===== config.mk =====
export PLATFORM = sky130hd
export DESIGN_NAME = ascii_hex_sensor_frame_builder
export DESIGN_NICKNAME = d
export VERILOG_FILES = /design/src/design/ahsfb_pkg.sv /design/src/design/ahsfb_dp.sv /design/src/design/ahsfb_ctrl.sv /design/src/design/ascii_hex_sensor_frame_builder.sv
export SDC_FILE = /design/constraint.sdc
export NUM_CORES = 1
export LEC_CHECK = 0
export ABC_AREA = 1
export BUFFER_PORTS_ARGS = -buffer_cell sky130_fd_sc_hd__buf_2
export CORE_MARGIN = 2
export CORE_UTILIZATION = 50
export CTS_CLUSTER_DIAMETER = 100
export DETAILED_ROUTE_END_ITERATION = 12
export PLACE_DENSITY = 0.8
export SYNTH_ARGS = -nofsm -noshare
export SYNTH_HDL_FRONTEND = slang
export SYNTH_SLANG_ARGS = --single-unit

===== constraint.sdc =====
create_clock -name i_clk -period 5.8 [get_ports i_clk]
set_input_delay 0.87 -clock i_clk [delete_from_list [all_inputs] [get_ports i_clk]]
set_output_delay 0.87 -clock i_clk [all_outputs]
set_load 0.005 [all_outputs]

===== src/design/ahsfb_pkg.sv =====
`timescale 1ns / 1ps
// ----------------------------------------------------------------------------
// ahsfb_pkg
// Types, character codes and helpers for the ASCII hex frame builder.
// ----------------------------------------------------------------------------
package ahsfb_pkg;

    localparam logic [7:0] ChColon   = 8'h3A;
    localparam logic [7:0] ChZero    = 8'h30;
    localparam logic [7:0] ChThree   = 8'h33;
    localparam logic [7:0] ChLetterA = 8'h41;
    localparam logic [7:0] ChCr      = 8'h0D;
    localparam logic [7:0] ChLf      = 8'h0A;

    localparam int FrameLen = 21;
    localparam int SumLen   = 17;

    localparam logic [4:0] PosColon  = 5'd0;
    localparam logic [4:0] PosIdHi   = 5'd1;
    localparam logic [4:0] PosIdLo   = 5'd2;
    localparam logic [4:0] PosFuncHi = 5'd3;
    localparam logic [4:0] PosFuncLo = 5'd4;
    localparam logic [4:0] PosSumHi  = 5'(SumLen);
    localparam logic [4:0] PosSumLo  = 5'(SumLen + 1);
    localparam logic [4:0] PosCr     = 5'(SumLen + 2);
    localparam logic [4:0] PosLast   = 5'(FrameLen - 1);

    typedef struct packed {
        logic [7:0]  device_id;
        logic [15:0] reading;
    } t_in_item;

    typedef struct packed {
        logic [7:0] out_byte;
        logic       frame_end;
    } t_out_item;

    // Controller to datapath commands.
    typedef struct packed {
        logic       load;  // capture a new input transaction
        logic       emit;  // build the byte at pos into the output register
        logic [4:0] pos;
    } t_dp_cmd;

    function automatic logic [7:0] hex_char(input logic [3:0] nib);
        logic [7:0] ch;
        if (nib < 4'd10) begin
            ch = ChZero + {4'd0, nib};
        end else begin
            ch = ChLetterA + {4'd0, nib - 4'd10};
        end
        return ch;
    endfunction

endpackage


===== src/design/ahsfb_dp.sv =====
`timescale 1ns / 1ps
// ----------------------------------------------------------------------------
// ahsfb_dp
// Frame datapath: held input, running checksum and output byte register.
// ----------------------------------------------------------------------------
module ahsfb_dp
    import ahsfb_pkg::*;
(
    input  logic      i_clk,
    input  t_dp_cmd   i_cmd,
    input  t_in_item  i_in_data,
    output t_out_item o_out_data
);

    logic [7:0]  r_id;
    logic [15:0] r_reading;
    logic [7:0]  r_sum;
    t_out_item   r_out;

    logic [1:0]  rd_sel;
    logic [3:0]  rd_nib;
    logic [7:0]  ch;

    // Reading digit index: top nibble first, repeating every four bytes.
    assign rd_sel = i_cmd.pos[1:0] - 2'd1;

    always_comb begin
        case (rd_sel)
            2'd0:    rd_nib = r_reading[15:12];
            2'd1:    rd_nib = r_reading[11:8];
            2'd2:    rd_nib = r_reading[7:4];
            default: rd_nib = r_reading[3:0];
        endcase
    end

    always_comb begin
        case (i_cmd.pos)
            PosColon:  ch = ChColon;
            PosIdHi:   ch = hex_char(r_id[7:4]);
            PosIdLo:   ch = hex_char(r_id[3:0]);
            PosFuncHi: ch = ChZero;
            PosFuncLo: ch = ChThree;
            PosSumHi:  ch = hex_char(r_sum[7:4]);
            PosSumLo:  ch = hex_char(r_sum[3:0]);
            PosCr:     ch = ChCr;
            PosLast:   ch = ChLf;
            default:   ch = hex_char(rd_nib);
        endcase
    end

    always_ff @(posedge i_clk) begin
        if (i_cmd.load) begin
            r_id      <= i_in_data.device_id;
            r_reading <= i_in_data.reading;
            r_sum     <= '0;
        end else if (i_cmd.emit && (i_cmd.pos < PosSumHi)) begin
            r_sum <= r_sum + ch;
        end
        if (i_cmd.emit) begin
            r_out.out_byte  <= ch;
            r_out.frame_end <= (i_cmd.pos == PosLast);
        end
    end

    assign o_out_data = r_out;

endmodule


===== src/design/ahsfb_ctrl.sv =====
`timescale 1ns / 1ps
// ----------------------------------------------------------------------------
// ahsfb_ctrl
// Frame sequencer: byte position counter and both channel handshakes.
// ----------------------------------------------------------------------------
module ahsfb_ctrl
    import ahsfb_pkg::*;
(
    input  logic    i_clk,
    input  logic    i_rst_n,
    input  logic    i_in_valid,
    output logic    o_in_stall,
    output logic    o_out_valid,
    input  logic    i_out_stall,
    output t_dp_cmd o_cmd
);

    localparam logic StIdle = 1'b0;
    localparam logic StSend = 1'b1;

    logic       r_state, n_state;
    logic [4:0] r_pos, n_pos;
    logic       r_out_valid, n_out_valid;

    logic emit;
    logic last;
    logic accept;

    assign last   = (r_pos == PosLast);
    assign emit   = (r_state == StSend) && (!r_out_valid || !i_out_stall);
    // Take the next transaction in the cycle the final byte is built.
    assign o_in_stall = (r_state == StSend) && !(emit && last);
    assign accept = i_in_valid && !o_in_stall;

    always_comb begin
        n_state     = r_state;
        n_pos       = r_pos;
        n_out_valid = emit || (r_out_valid && i_out_stall);
        case (r_state)
            StIdle: begin
                if (accept) begin
                    n_state = StSend;
                    n_pos   = '0;
                end
            end
            StSend: begin
                if (emit) begin
                    if (last) begin
                        n_pos   = '0;
                        n_state = accept ? StSend : StIdle;
                    end else begin
                        n_pos = r_pos + 5'd1;
                    end
                end
            end
            default: begin
                n_state = StIdle;
                n_pos   = '0;
            end
        endcase
    end

    always_ff @(posedge i_clk) begin
        if (!i_rst_n) begin
            r_state     <= StIdle;
            r_pos       <= '0;
            r_out_valid <= 1'b0;
        end else begin
            r_state     <= n_state;
            r_pos       <= n_pos;
            r_out_valid <= n_out_valid;
        end
    end

    assign o_out_valid = r_out_valid;
    assign o_cmd.load  = accept;
    assign o_cmd.emit  = emit;
    assign o_cmd.pos   = r_pos;

endmodule


===== src/design/ascii_hex_sensor_frame_builder.sv =====
`timescale 1ns / 1ps
// ----------------------------------------------------------------------------
// ascii_hex_sensor_frame_builder
// Turns one device id and one 16-bit reading into a 21-byte ASCII frame.
// ----------------------------------------------------------------------------
// Input channel: i_in_valid / i_in_data / o_in_stall, one transaction holds
// device_id and reading. Output channel: o_out_valid / o_out_data /
// i_out_stall, one frame character per transaction, frame_end set on LF.
// Frame: ':' id(2 hex) "03" reading(4 hex) x3 checksum(2 hex) CR LF, where
// the checksum is the 8-bit sum of the first 17 characters.
// The input transaction is registered with the sequencer state, and the
// first byte is then built into the output register. Throughput: one byte
// per cycle while the receiver never stalls; the position counter paces it.
// The next input transaction is taken in the cycle the LF byte is built,
// so frames follow each other without a gap.
// Reset (synchronous, active low) drops any frame in flight and clears
// the output valid. A stall on the output holds the current byte and
// freezes the sequencer; the input stays stalled until the frame is done.
// ----------------------------------------------------------------------------
module ascii_hex_sensor_frame_builder
    import ahsfb_pkg::*;
(
    input  logic      i_clk,
    input  logic      i_rst_n,
    input  logic      i_in_valid,
    input  t_in_item  i_in_data,
    output logic      o_in_stall,
    output logic      o_out_valid,
    output t_out_item o_out_data,
    input  logic      i_out_stall
);

    t_dp_cmd cmd;

    ahsfb_ctrl u_ctrl (
        .i_clk       (i_clk),
        .i_rst_n     (i_rst_n),
        .i_in_valid  (i_in_valid),
        .o_in_stall  (o_in_stall),
        .o_out_valid (o_out_valid),
        .i_out_stall (i_out_stall),
        .o_cmd       (cmd)
    );

    ahsfb_dp u_dp (
        .i_clk      (i_clk),
        .i_cmd      (cmd),
        .i_in_data  (i_in_data),
        .o_out_data (o_out_data)
    );

endmodule


== Word-level counts from Yosys, hierarchy flattened ==
Index checks and enable logic that the tools add are counted.

* Bits in registers: 48
* Latch bits: 0
* Memory bits (writable): 0
* Bits in read-only memories: 0
* Input bits: 28
* Output and inout bits: 11
* Logic and storage cells: 75
* Memories: 0

* $add $sub $neg: 18
* $mul: 0
* Div/mod/pow operators: 0
* Order comparisons: 6
* Eq/ne operators: 12
* Shifts and indexed selects: 0
* Multiplexer cells: 15
* Bitwise operators: 1
* Reduce and logical (&&, ||, !) cells: 15

{| class="wikitable"
|+ Operators by type and width
! cell !! count
|-
| 8-bit case mux with 9 select lines || 1
|-
| 7-bit by 4-bit adder with 8-bit output, first input constant || 5
|-
| 8-bit 2-to-1 mux || 5
|-
| 6-bit by 4-bit adder with 7-bit output, first input constant || 5
|-
| 5-bit equality test, second input constant || 4
|-
| 4-bit < comparator, second input constant || 5
|-
| 4-bit subtractor, second input constant || 5
|-
| 5-bit 2-to-1 mux || 3
|-
| 4-bit case mux with 3 select lines || 1
|-
| 5-bit by 2-bit equality test with 1-bit output, second input constant || 2
|-
| 5-bit case mux with 2 select lines || 1
|-
| 8-bit adder || 1
|-
| 1-bit logical AND || 6
|-
| 5-bit by 1-bit adder with 5-bit output, second input constant || 1
|-
| 5-bit by 1-bit equality test with 1-bit output, second input constant || 1
|-
| 5-bit by 3-bit equality test with 1-bit output, second input constant || 1
|-
| 5-bit zero test || 1
|-
| 5-bit < comparator, second input constant || 1
|-
| 1-bit zero test || 4
|-
| 1-bit 2-to-1 mux || 3
|-
| 2-bit by 1-bit equality test with 1-bit output, second input constant || 1
|-
| 2-bit equality test, second input constant || 1
|-
| 2-bit zero test || 1
|-
| 1-bit logical OR || 2
|-
| 6 further kinds || 6
|}

== Depth between registers and ports, before layout ==
Gate-level depths: netlist (run 1).

* Depth in word-level cells: 12
* Gate-level depth with buffers: 24
* Gate-level depth less buffers: 24

== Hierarchy ==
From an unflattened synthesis (run 1), not the netlist that was laid out.

* Cell total of the unflattened synthesis: 447
* Area total of the unflattened synthesis: 3309.4 sq um

{| class="wikitable"
|+ Modules (own cells, without submodules)
! module !! instances !! cells an instance !! area an instance (sq um) !! sequential area each (sq um)
|-
| ahsfb_dp || 1 || 387 || 2907.8 || 1121.1
|-
| ahsfb_ctrl || 1 || 60 || 401.6 || 140.1
|}

== Worst setup path after synthesis (run 1) ==
OpenSTA, ideal clock, no wires.

* Path kind: register -> register
* Start: reg u_ctrl.r_pos[0]
* End: reg u_dp.r_sum[6]
* Library setup time: 114 ps
* Arrival: 2753 ps
* Data required time: 5686 ps
* Slack: 2933 ps
* Cell stages (with the launch flop): 19
* Buffers on the path: 1
* Period minus slack after synthesis: 2867 ps
* Cells stage by stage: dfxtp_1 -> inv_1 -> ha_1 -> clkbuf_2 -> a22o_1 -> o22ai_1 -> inv_1 -> ha_1 -> nand3b_1 -> nand2_1 -> nand2_1 -> nand2_1 -> inv_1 -> fa_1 -> nand4_1 -> nand3_1 -> xor2_1 -> o21bai_1 -> inv_1

* Cells in the longest elaborated chain, start to end: 8
* Elaborated cells on any way between the ends: 28
* Those cells by class: add/sub: 5; order compare: 2; eq/ne: 10; mux: 3; reduce/logical: 8

{| class="wikitable"
|+ Ends and longest elaborated chain
! element !! RTL line !! source
|-
| from (decl) || ahsfb_ctrl.sv:22 || <nowiki>logic [4:0] r_pos, n_pos;</nowiki>
|-
| from (signal assigned) || ahsfb_ctrl.sv:70 || <nowiki>r_pos <= n_pos;</nowiki>
|-
| 2-bit by 1-bit subtractor with 2-bit output || ahsfb_dp.sv:25 || <nowiki>assign rd_sel = i_cmd.pos[1:0] - 2'd1;</nowiki>
|-
| 2-bit equality test (tied with other cells) || ahsfb_dp.sv:28 || <nowiki>case (rd_sel)</nowiki>
|-
| 4-bit case mux with 3 select lines || ahsfb_dp.sv:28 ||
|-
| 4-bit subtractor || ahsfb_pkg.sv:50 || <nowiki>ch = ChLetterA + {4'd0, nib - 4'd10};</nowiki>
|-
| 7-bit by 4-bit adder with 8-bit output || ahsfb_pkg.sv:50 ||
|-
| 8-bit 2-to-1 mux || ahsfb_pkg.sv:47 || <nowiki>if (nib < 4'd10) begin</nowiki>
|-
| 8-bit case mux with 9 select lines * || ahsfb_dp.sv:37 || <nowiki>case (i_cmd.pos)</nowiki>
|-
| via u_dp.ch[1] || ahsfb_dp.sv:22 || <nowiki>logic [7:0] ch;</nowiki>
|-
| 8-bit adder * || ahsfb_dp.sv:57 || <nowiki>r_sum <= r_sum + ch;</nowiki>
|-
| to (signal assigned) || ahsfb_dp.sv:57 ||
|-
| to (decl) || ahsfb_dp.sv:17 || <nowiki>logic [7:0] r_sum;</nowiki>
|}

Mark *: on every way through the listed nets, which the timed path passes. The rest lies on a longest branch.
A chain may end at the register's enable or synchronous reset.

== Worst setup path in the final report (run 1) ==
* Start: reg u_ctrl.r_pos[0]
* End: reg u_dp.r_sum[7]

The elaborated chain is that of the path after synthesis.

==> impl_metrics.yaml, run 1 <==
finish:
  final_common_cell: "nand2_1"
  stdcell_area_sq_mm: 0.00351
  num_antenna_cells: 0
  instances_no_fill: 511
  drive_gt1_share_pct: 16.1
  nets: 489
  fin_util_pct: 58.6
  nFillCells: 526
  seq_area_sq_mm: 0.00126
  multiInputGateArea_sq_mm: 0.00162
  syn2layout_area_growth_pct: 12.5
  mostFrequentLayoutCells: "nand2_1 (105), inv_1 (53), nor2_1 (40)"
sta:
  finalMaxSlewViolations: 0
  fin_crit_sh_pct: 56.4
  timing.slew.headroom_pct: 62.0
  setup_viol: 0
  hold_viol_final: 0
  rsz0062_at_grt: "false"
  tightestPinTransition_ns: 0.569
  finalCriticalPeriod_ns: 3.27
  fmax_mhz: 305
  clock-skew-final_ns: 0.0147
  final.setup.tns_ns: 0
run_status:
  status: "completed"
global_routing:
  grt_pass1_vias: 2597
  gr-usage-all-layers_pct: 19.6
  grt_max_degree: 29
  overflow: 0
  antenna_found_initial: 0
  grt_pass1_wl_mm: 11.1
yosys:
  ys_seq_area_share_pct: 40.4
  syn_area_sq_mm: 0.00312
  synth.distinct_cells: 39
  synth.ff_latch_count: 47
  synth_fp_nets: 449
  ys_warn_count: 0
  synth_edf_count: 32
  synth_ff_type: "edfxtp_1"
  synth_top_area_share_pct: 30.8
  postSynth.asyncResetShare_pct: 0
  synthCells: 395
  syn_avg_cell_area_sq_um: 7.91
  synth_top_cells_by_area: "edfxtp_1 (31%), nand2_1 (13%), ha_1 (10%)"
  yosysTopAreaCell: "edfxtp_1"
hold_path:
  min_path_cells: 2
  hold_end: "u_ctrl.o_out_valid$_SDFF_PN0_"
  min-delay-start: "u_ctrl.o_out_valid$_SDFF_PN0_"
  hold_class: "flop to flop"
route:
  routed-wl-met2_mm: 3.18
  routed_wl_mm: 6.54
  top_layer: "met4"
  via_per_inst: 5.22
  drc_errors: 0
  ant_nets: 0
  wl_met1_mm: 2.94
  num_vias: 2669
  drt_iter0_markers: 188
  dr.pass1.iters: 5
  wl_per_cell_microns: 12.8
  wl_met3_microns: 279
placed_design:
  io_buffers: 37
  placed_area_sq_mm: 0.00338
  gp_congestion: 0.942
  numPlacedInstances: 503
  place_hpwl_mm: 5.09
worst_setup_path:
  critical_path.cell_chain: "inv_1 -> ha_1 -> a22o_1 -> o22ai_1 -> inv_1 -> ha_1 -> nand3_1 -> nand2_1 -> nor2_1 -> nor2_1 -> nor2_1 -> nor2_1 -> ha_1 -> a21oi_1 -> nand2_1 -> nand2_1 -> nand2_1 -> nand2_1 -> nand2_1 -> nand2_1 -> a21oi_1"
  cpMostUsedCell: "nand2_1"
  rrSetupSlack_ns: 2.53
  crit_path_max_fanout: 8
  slowest_stage: "dfxtp_1"
  critPathRequiredTime_ns: 5.98
  crit_path_start_kind: "flop"
  cp_data_arrival_time_ns: 3.45
  setup.worst_path.end_class: "flop"
  rr_worst_depth: 21
  r2r-start: "u_ctrl.r_pos[0]$_SDFFE_PN0P_"
  timing.rr.end: "u_dp.r_sum[7]$_SDFFE_PP0P_"
  max_stage_delay_ns: 0.41
  crit_type: "flop to flop"
clocking:
  cts_max_level: 2
  clkLatencyLatePin_ns: 0.31
  cts_buffers: 5
  root_buffer: "clkbuf_8"
  holdBufCountCts: 0
  cts.sinks: 47
  clockBufferDepth: 2
  tritoncts: "yes"
  cts_setup_buffers: 0
  ctsResizeCount: 0
  clkTransAtPathRegs_ns: 0.10
floorplan:
  design.die.area_sq_mm: 0.00689
  die_w_microns: 83.0
  core_area_sq_mm: 0.00599
  io-pin-count: 39
  start_util_pct: 52.1
  dieHeight_microns: 83.0
  fp-row-count: 28
power_and_ir_drop:
  cellPowerDensity_mw_per_mm2: 291
  ir_drop_uv: 127
  p_leak_nw: 1.71
run:
  drv_cap: 0
==> flip-flops by register name (all words and copies together), names as in the netlist <==
name / flops
u_dp.r_reading: 16
u_dp.o_out_data: 8
u_dp.r_id: 8
u_dp.r_sum: 8
u_ctrl.r_pos: 5
u_ctrl.o_out_valid: 1
u_ctrl.r_state: 1
==> worst max-delay path: cells and delay by family (launching register included) <==
family          cells  cell delay (ns)
fa+ha+maj           3             0.92
simple gates       12             0.88
compound gates      4             0.72
flops               1             0.41
buf+inv             2             0.23
==> where the power goes <==
group	total [mW]	internal (mW)	switching [mW]
Clock	0.290	0.172	0.118
Combinational	0.314	0.122	0.192
Sequential	0.417	0.392	0.0248
==> worst max-delay path by stage <==
stage | startpoint | end | slack, ns | depth (start not counted)
detailed placement | u_ctrl.r_pos[0]$_SDFFE_PN0P_ | u_dp.r_sum[7]$_SDFFE_PP0P_ | 2.57 | 22
CTS | u_ctrl.r_pos[0]$_SDFFE_PN0P_ | u_dp.r_sum[7]$_SDFFE_PP0P_ | 2.55 | 22
global route | u_ctrl.r_pos[0]$_SDFFE_PN0P_ | u_dp.r_sum[7]$_SDFFE_PP0P_ | 2.19 | 22
floorplan | u_ctrl.r_pos[0]$_SDFFE_PN0P_ | u_dp.r_sum[6]$_SDFFE_PP0P_ | 2.93 | 18
global placement | u_ctrl.r_pos[0]$_SDFFE_PN0P_ | u_dp.r_sum[6]$_SDFFE_PP0P_ | 2.75 | 17
finish | u_ctrl.r_pos[0]$_SDFFE_PN0P_ | u_dp.r_sum[7]$_SDFFE_PP0P_ | 2.53 | 21
==> stage by stage <==
stage	hold slack, ns	power (mW)	setup WS [ns]
detailed placement	0.475	0.731	2.57
floorplan	0.464	0.656	2.93
CTS	0.489	1.02	2.55
global placement	0.467	0.723	2.75
global route	0.516	1.09	2.19
finish	0.485	1.02	2.53
==> area by class of cell <==
class                      count  share of cell area (%)
clock buffer                   5                    1.96
clock inverter                 3                    1.92
inverter                      57                    6.16
multi-input combinational    287                    46.1
sequential                    47                    35.9
tap                           75                    2.67
timing repair buffer          37                    5.27
==> logic make-up (layout without fill, tap and decap cells) <==
logic type	count (synthesis)	after routing	share of synthesized area, %
AOI/OAI and AO/OA	53	53	10.9
xor gates and xnor gates	11	11	3.09
adders and majority gates	26	26	10.7
buffers and inverters	61	102	7.73
DFF	47	47	40.4
other	1	1	0.120
and+or+nand+nor	196	196	27.2
==> routing by layer <==
layer	global-route usage (%)	vias up
met3	3.38	20
li1	-	1369
met4	7.15	0
met1	23.6	1201
met2	34.9	79
met5	0	-
==> synth_stat cells, drive strengths merged, types with 2 or more instances <==
master	number
or2	3
nand3b	2
a21oi	18
nand2	110
nand3	33
nor2	44
a211oi	3
buf	2
o21bai	2
xor2	8
a21o	3
o21ai	19
dfxtp	15
xnor2	3
nand4	3
inv	57
ha	25
edfxtp	32
o22ai	2
clkbuf	2
Power figures use the tool's default switching activity.
==> inputs of run 2 (changes only) <==
--- a/config.mk
+++ b/config.mk
@@ -11,7 +11,7 @@
 export CORE_UTILIZATION = 50
 export CTS_CLUSTER_DIAMETER = 100
 export DETAILED_ROUTE_END_ITERATION = 12
-export PLACE_DENSITY = 0.8
+export PLACE_DENSITY = 0.83
 export SYNTH_ARGS = -nofsm -noshare
 export SYNTH_HDL_FRONTEND = slang
 export SYNTH_SLANG_ARGS = --single-unit
==> constraint.sdc (replaced) <==
create_clock -name i_clk -period 2.9 [get_ports i_clk]
set_input_delay 0.435 -clock i_clk [delete_from_list [all_inputs] [get_ports i_clk]]
set_output_delay 0.435 -clock i_clk [all_outputs]
set_load 0.005 [all_outputs]
==> run 2 against run 1 <==
Sequential share of layout area shrank 3.3 points. Fmax grew 14%. Routed wire length grew 7.3%. Core utilization grew 6.3 points. Via count grew 3.7%. Design area grew 11%. Sequential power grew 100%.
==> impl_metrics.yaml, run 2 (same netlist as run 1, synthesis figures left out) <==
run_status:
  status: "completed"
power_and_ir_drop:
  pwr-share-comb_pct: 38.7
  p_int_mw: 1.41
  cellPowerDensity_mw_per_mm2: 553
  p_leak_nw: 1.83
  switching_share_pct: 34.5
  clockPowerShare_pct: 22.2
  power_frac_seq_pct: 39.1
  ir_drop_uv: 391
  switchingPower_mw: 0.744
finish:
  num_antenna_cells: 0
  regMostFlops: "u_dp.r_reading"
  mostFrequentLayoutCells: "nand2_1 (100), inv_1 (49), nor2_1 (38)"
  final_common_cell: "nand2_1"
  largest_reg_flops: 16
  drive_gt1_share_pct: 27.6
  syn2layout_area_growth_pct: 24.7
  nets: 510
global_routing:
  grtUsageMet3_pct: 3.78
  gr-usage-all-layers_pct: 19.0
  grt_pass1_wl_mm: 10.8
  grt_use_met2_pct: 33.1
  grt_max_degree: 29
  top_usage_layer: "met2"
  antenna_found_initial: 0
  use_met1_pct: 24.1
  grt_pass1_vias: 2512
  overflow: 0
sta:
  finalMaxSlewViolations: 0
  timing.slew.headroom_pct: 60.9
  finalCriticalPeriod_ns: 2.88
  final.setup.tns_ns: 0
  setup_viol: 0
  fin_crit_sh_pct: 99.3
  fmax_mhz: 347
  clock-skew-final_ns: 0.00759
  hold_viol_final: 0
  tightestPinTransition_ns: 0.586
  fin_ws_ns: 0.0216
  rsz0062_at_grt: "true"
worst_setup_path:
  crit_type: "flop to flop"
  crit_path_start_kind: "flop"
  slowest_stage: "fa_2"
  cpMostUsedCell: "nand2_1"
  rrSetupSlack_ns: 0.02
  rr_worst_depth: 19
  r2r-start: "u_ctrl.r_pos[0]$_SDFFE_PN0P_"
  timing.rr.end: "u_dp.r_sum[6]$_SDFFE_PP0P_"
  crit_path_max_fanout: 4
  cp_data_arrival_time_ns: 3.09
  max_stage_delay_ns: 0.40
  setup.worst_path.end_class: "flop"
  critPathRequiredTime_ns: 3.11
  critical_path.cell_chain: "inv_4 -> buf_4 -> ha_1 -> nand2_2 -> nor2_4 -> inv_1 -> nand4_1 -> nand2_1 -> nor2_1 -> nand2_1 -> nand2_1 -> nor2_1 -> ha_2 -> fa_2 -> nand4_1 -> nand3_1 -> xor2_1 -> o21bai_1 -> inv_1"
clocking:
  clockBufferDepth: 2
  tritoncts: "yes"
  root_buffer: "clkbuf_8"
  clkLatencyLatePin_ns: 0.31
  cts.sinks: 47
  cts_max_level: 2
  cts_buffers: 5
  clkTransAtPathRegs_ns: 0.09
placed_design:
  gp_congestion: 0.924
  io_buffers: 37
  place_hpwl_mm: 4.89
  pre_cts_ws_ns: -0.129
floorplan:
  dieHeight_microns: 83.0
  start_util_pct: 52.1
  core_area_sq_mm: 0.00599
  fp-row-count: 28
  design.die.area_sq_mm: 0.00689
  io-pin-count: 39
  die_w_microns: 83.0
route:
  via_per_inst: 5.20
  ant_nets: 0
  num_vias: 2769
  routed_wl_mm: 7.02
  dr.pass1.iters: 5
  drt_iter0_markers: 190
  drc_errors: 0
  wl_per_cell_microns: 13.2
hold_path:
  min_path_cells: 1
  hold_end: "u_dp.r_reading[1]$_DFFE_PP_"
  min-delay-start: "i_in_data[1]"
  hold_class: "input port to flop"
run:
  drv_cap: 0
run 2: how the worst max path moves through the flow:
stage,start,endpoint,slack (ns),cells after the start
5_1_grt,u_ctrl.r_pos[0]$_SDFFE_PN0P_,u_dp.r_sum[6]$_SDFFE_PP0P_,-0.10,17
6_report,u_ctrl.r_pos[0]$_SDFFE_PN0P_,u_dp.r_sum[6]$_SDFFE_PP0P_,0.02,19
4_1_cts,u_ctrl.r_pos[0]$_SDFFE_PN0P_,u_dp.r_sum[4]$_SDFFE_PP0P_,0.006,18
3_3_place_gp,u_ctrl.r_pos[0]$_SDFFE_PN0P_,u_dp.r_sum[7]$_SDFFE_PP0P_,0.007,22
3_5_place_dp,u_ctrl.r_pos[0]$_SDFFE_PN0P_,u_dp.r_sum[7]$_SDFFE_PP0P_,-0.13,22
2_1_floorplan,u_ctrl.r_pos[0]$_SDFFE_PN0P_,u_dp.r_sum[6]$_SDFFE_PP0P_,0.03,18
run 2: layer usage:
| metal | share of wire, % | wire length [microns] |
|---|---|---|
| met1 | 44 | 3100 |
| met4 | 1.7 | 119 |
| met5 | 0 | 0 |
| met2 | 49 | 3460 |
| met3 | 5.0 | 349 |
run 2: power groups by stage:
stage	Clock (mW)	Sequential, mW	Combinational [mW]
global placement	0	0.848	0.641
detailed placement	0	0.850	0.658
finish	0.479	0.843	0.833
CTS	0.481	0.835	0.682
floorplan	0	0.837	0.476
global route	0.523	0.853	0.925
run 2: metrics by stage:
stage / instances / util (%) / instance area (sq um) / hold slack (ns) / total power, mW
3_3_place_gp: 520 / 58.5 / 3500 / 0.471 / 1.49
2_1_floorplan: 395 / - / 3120 / 0.464 / 1.31
4_1_cts: 528 / 60.9 / 3650 / 0.299 / 2.00
3_5_place_dp: 520 / 58.5 / 3500 / 0.480 / 1.51
5_1_grt: 532 / 65.0 / 3890 / 0.278 / 2.30
6_report: 532 / 65.0 / 3890 / 0.301 / 2.15
run 2: layout make-up:
class	count	area [sq um]
multi-input combinational	287	1840
sequential	47	1270
timing repair buffer	58	359
inverter	57	224
fill	488	2100
clock buffer	5	68.8
tap	75	93.8
clock inverter	3	43.8
run 2: worst max-delay path: cells and delay by family, from the launching register on:
family | cells | cell delay (ns)
buffers and inverters | 4 | 0.36
AOI/OAI and AO/OA | 1 | 0.12
xor gates and xnor gates | 1 | 0.15
adders and majority gates | 3 | 0.81
DFF | 1 | 0.37
and+or+nand+nor | 10 | 0.96
run 2: what timing repair did:
action	4_1_cts	5_1_grt
hold buffers	0	0
setup buffers	0	4
gates resized for setup	10	41
pin swaps	3	21
setup endpoints to repair	6	7
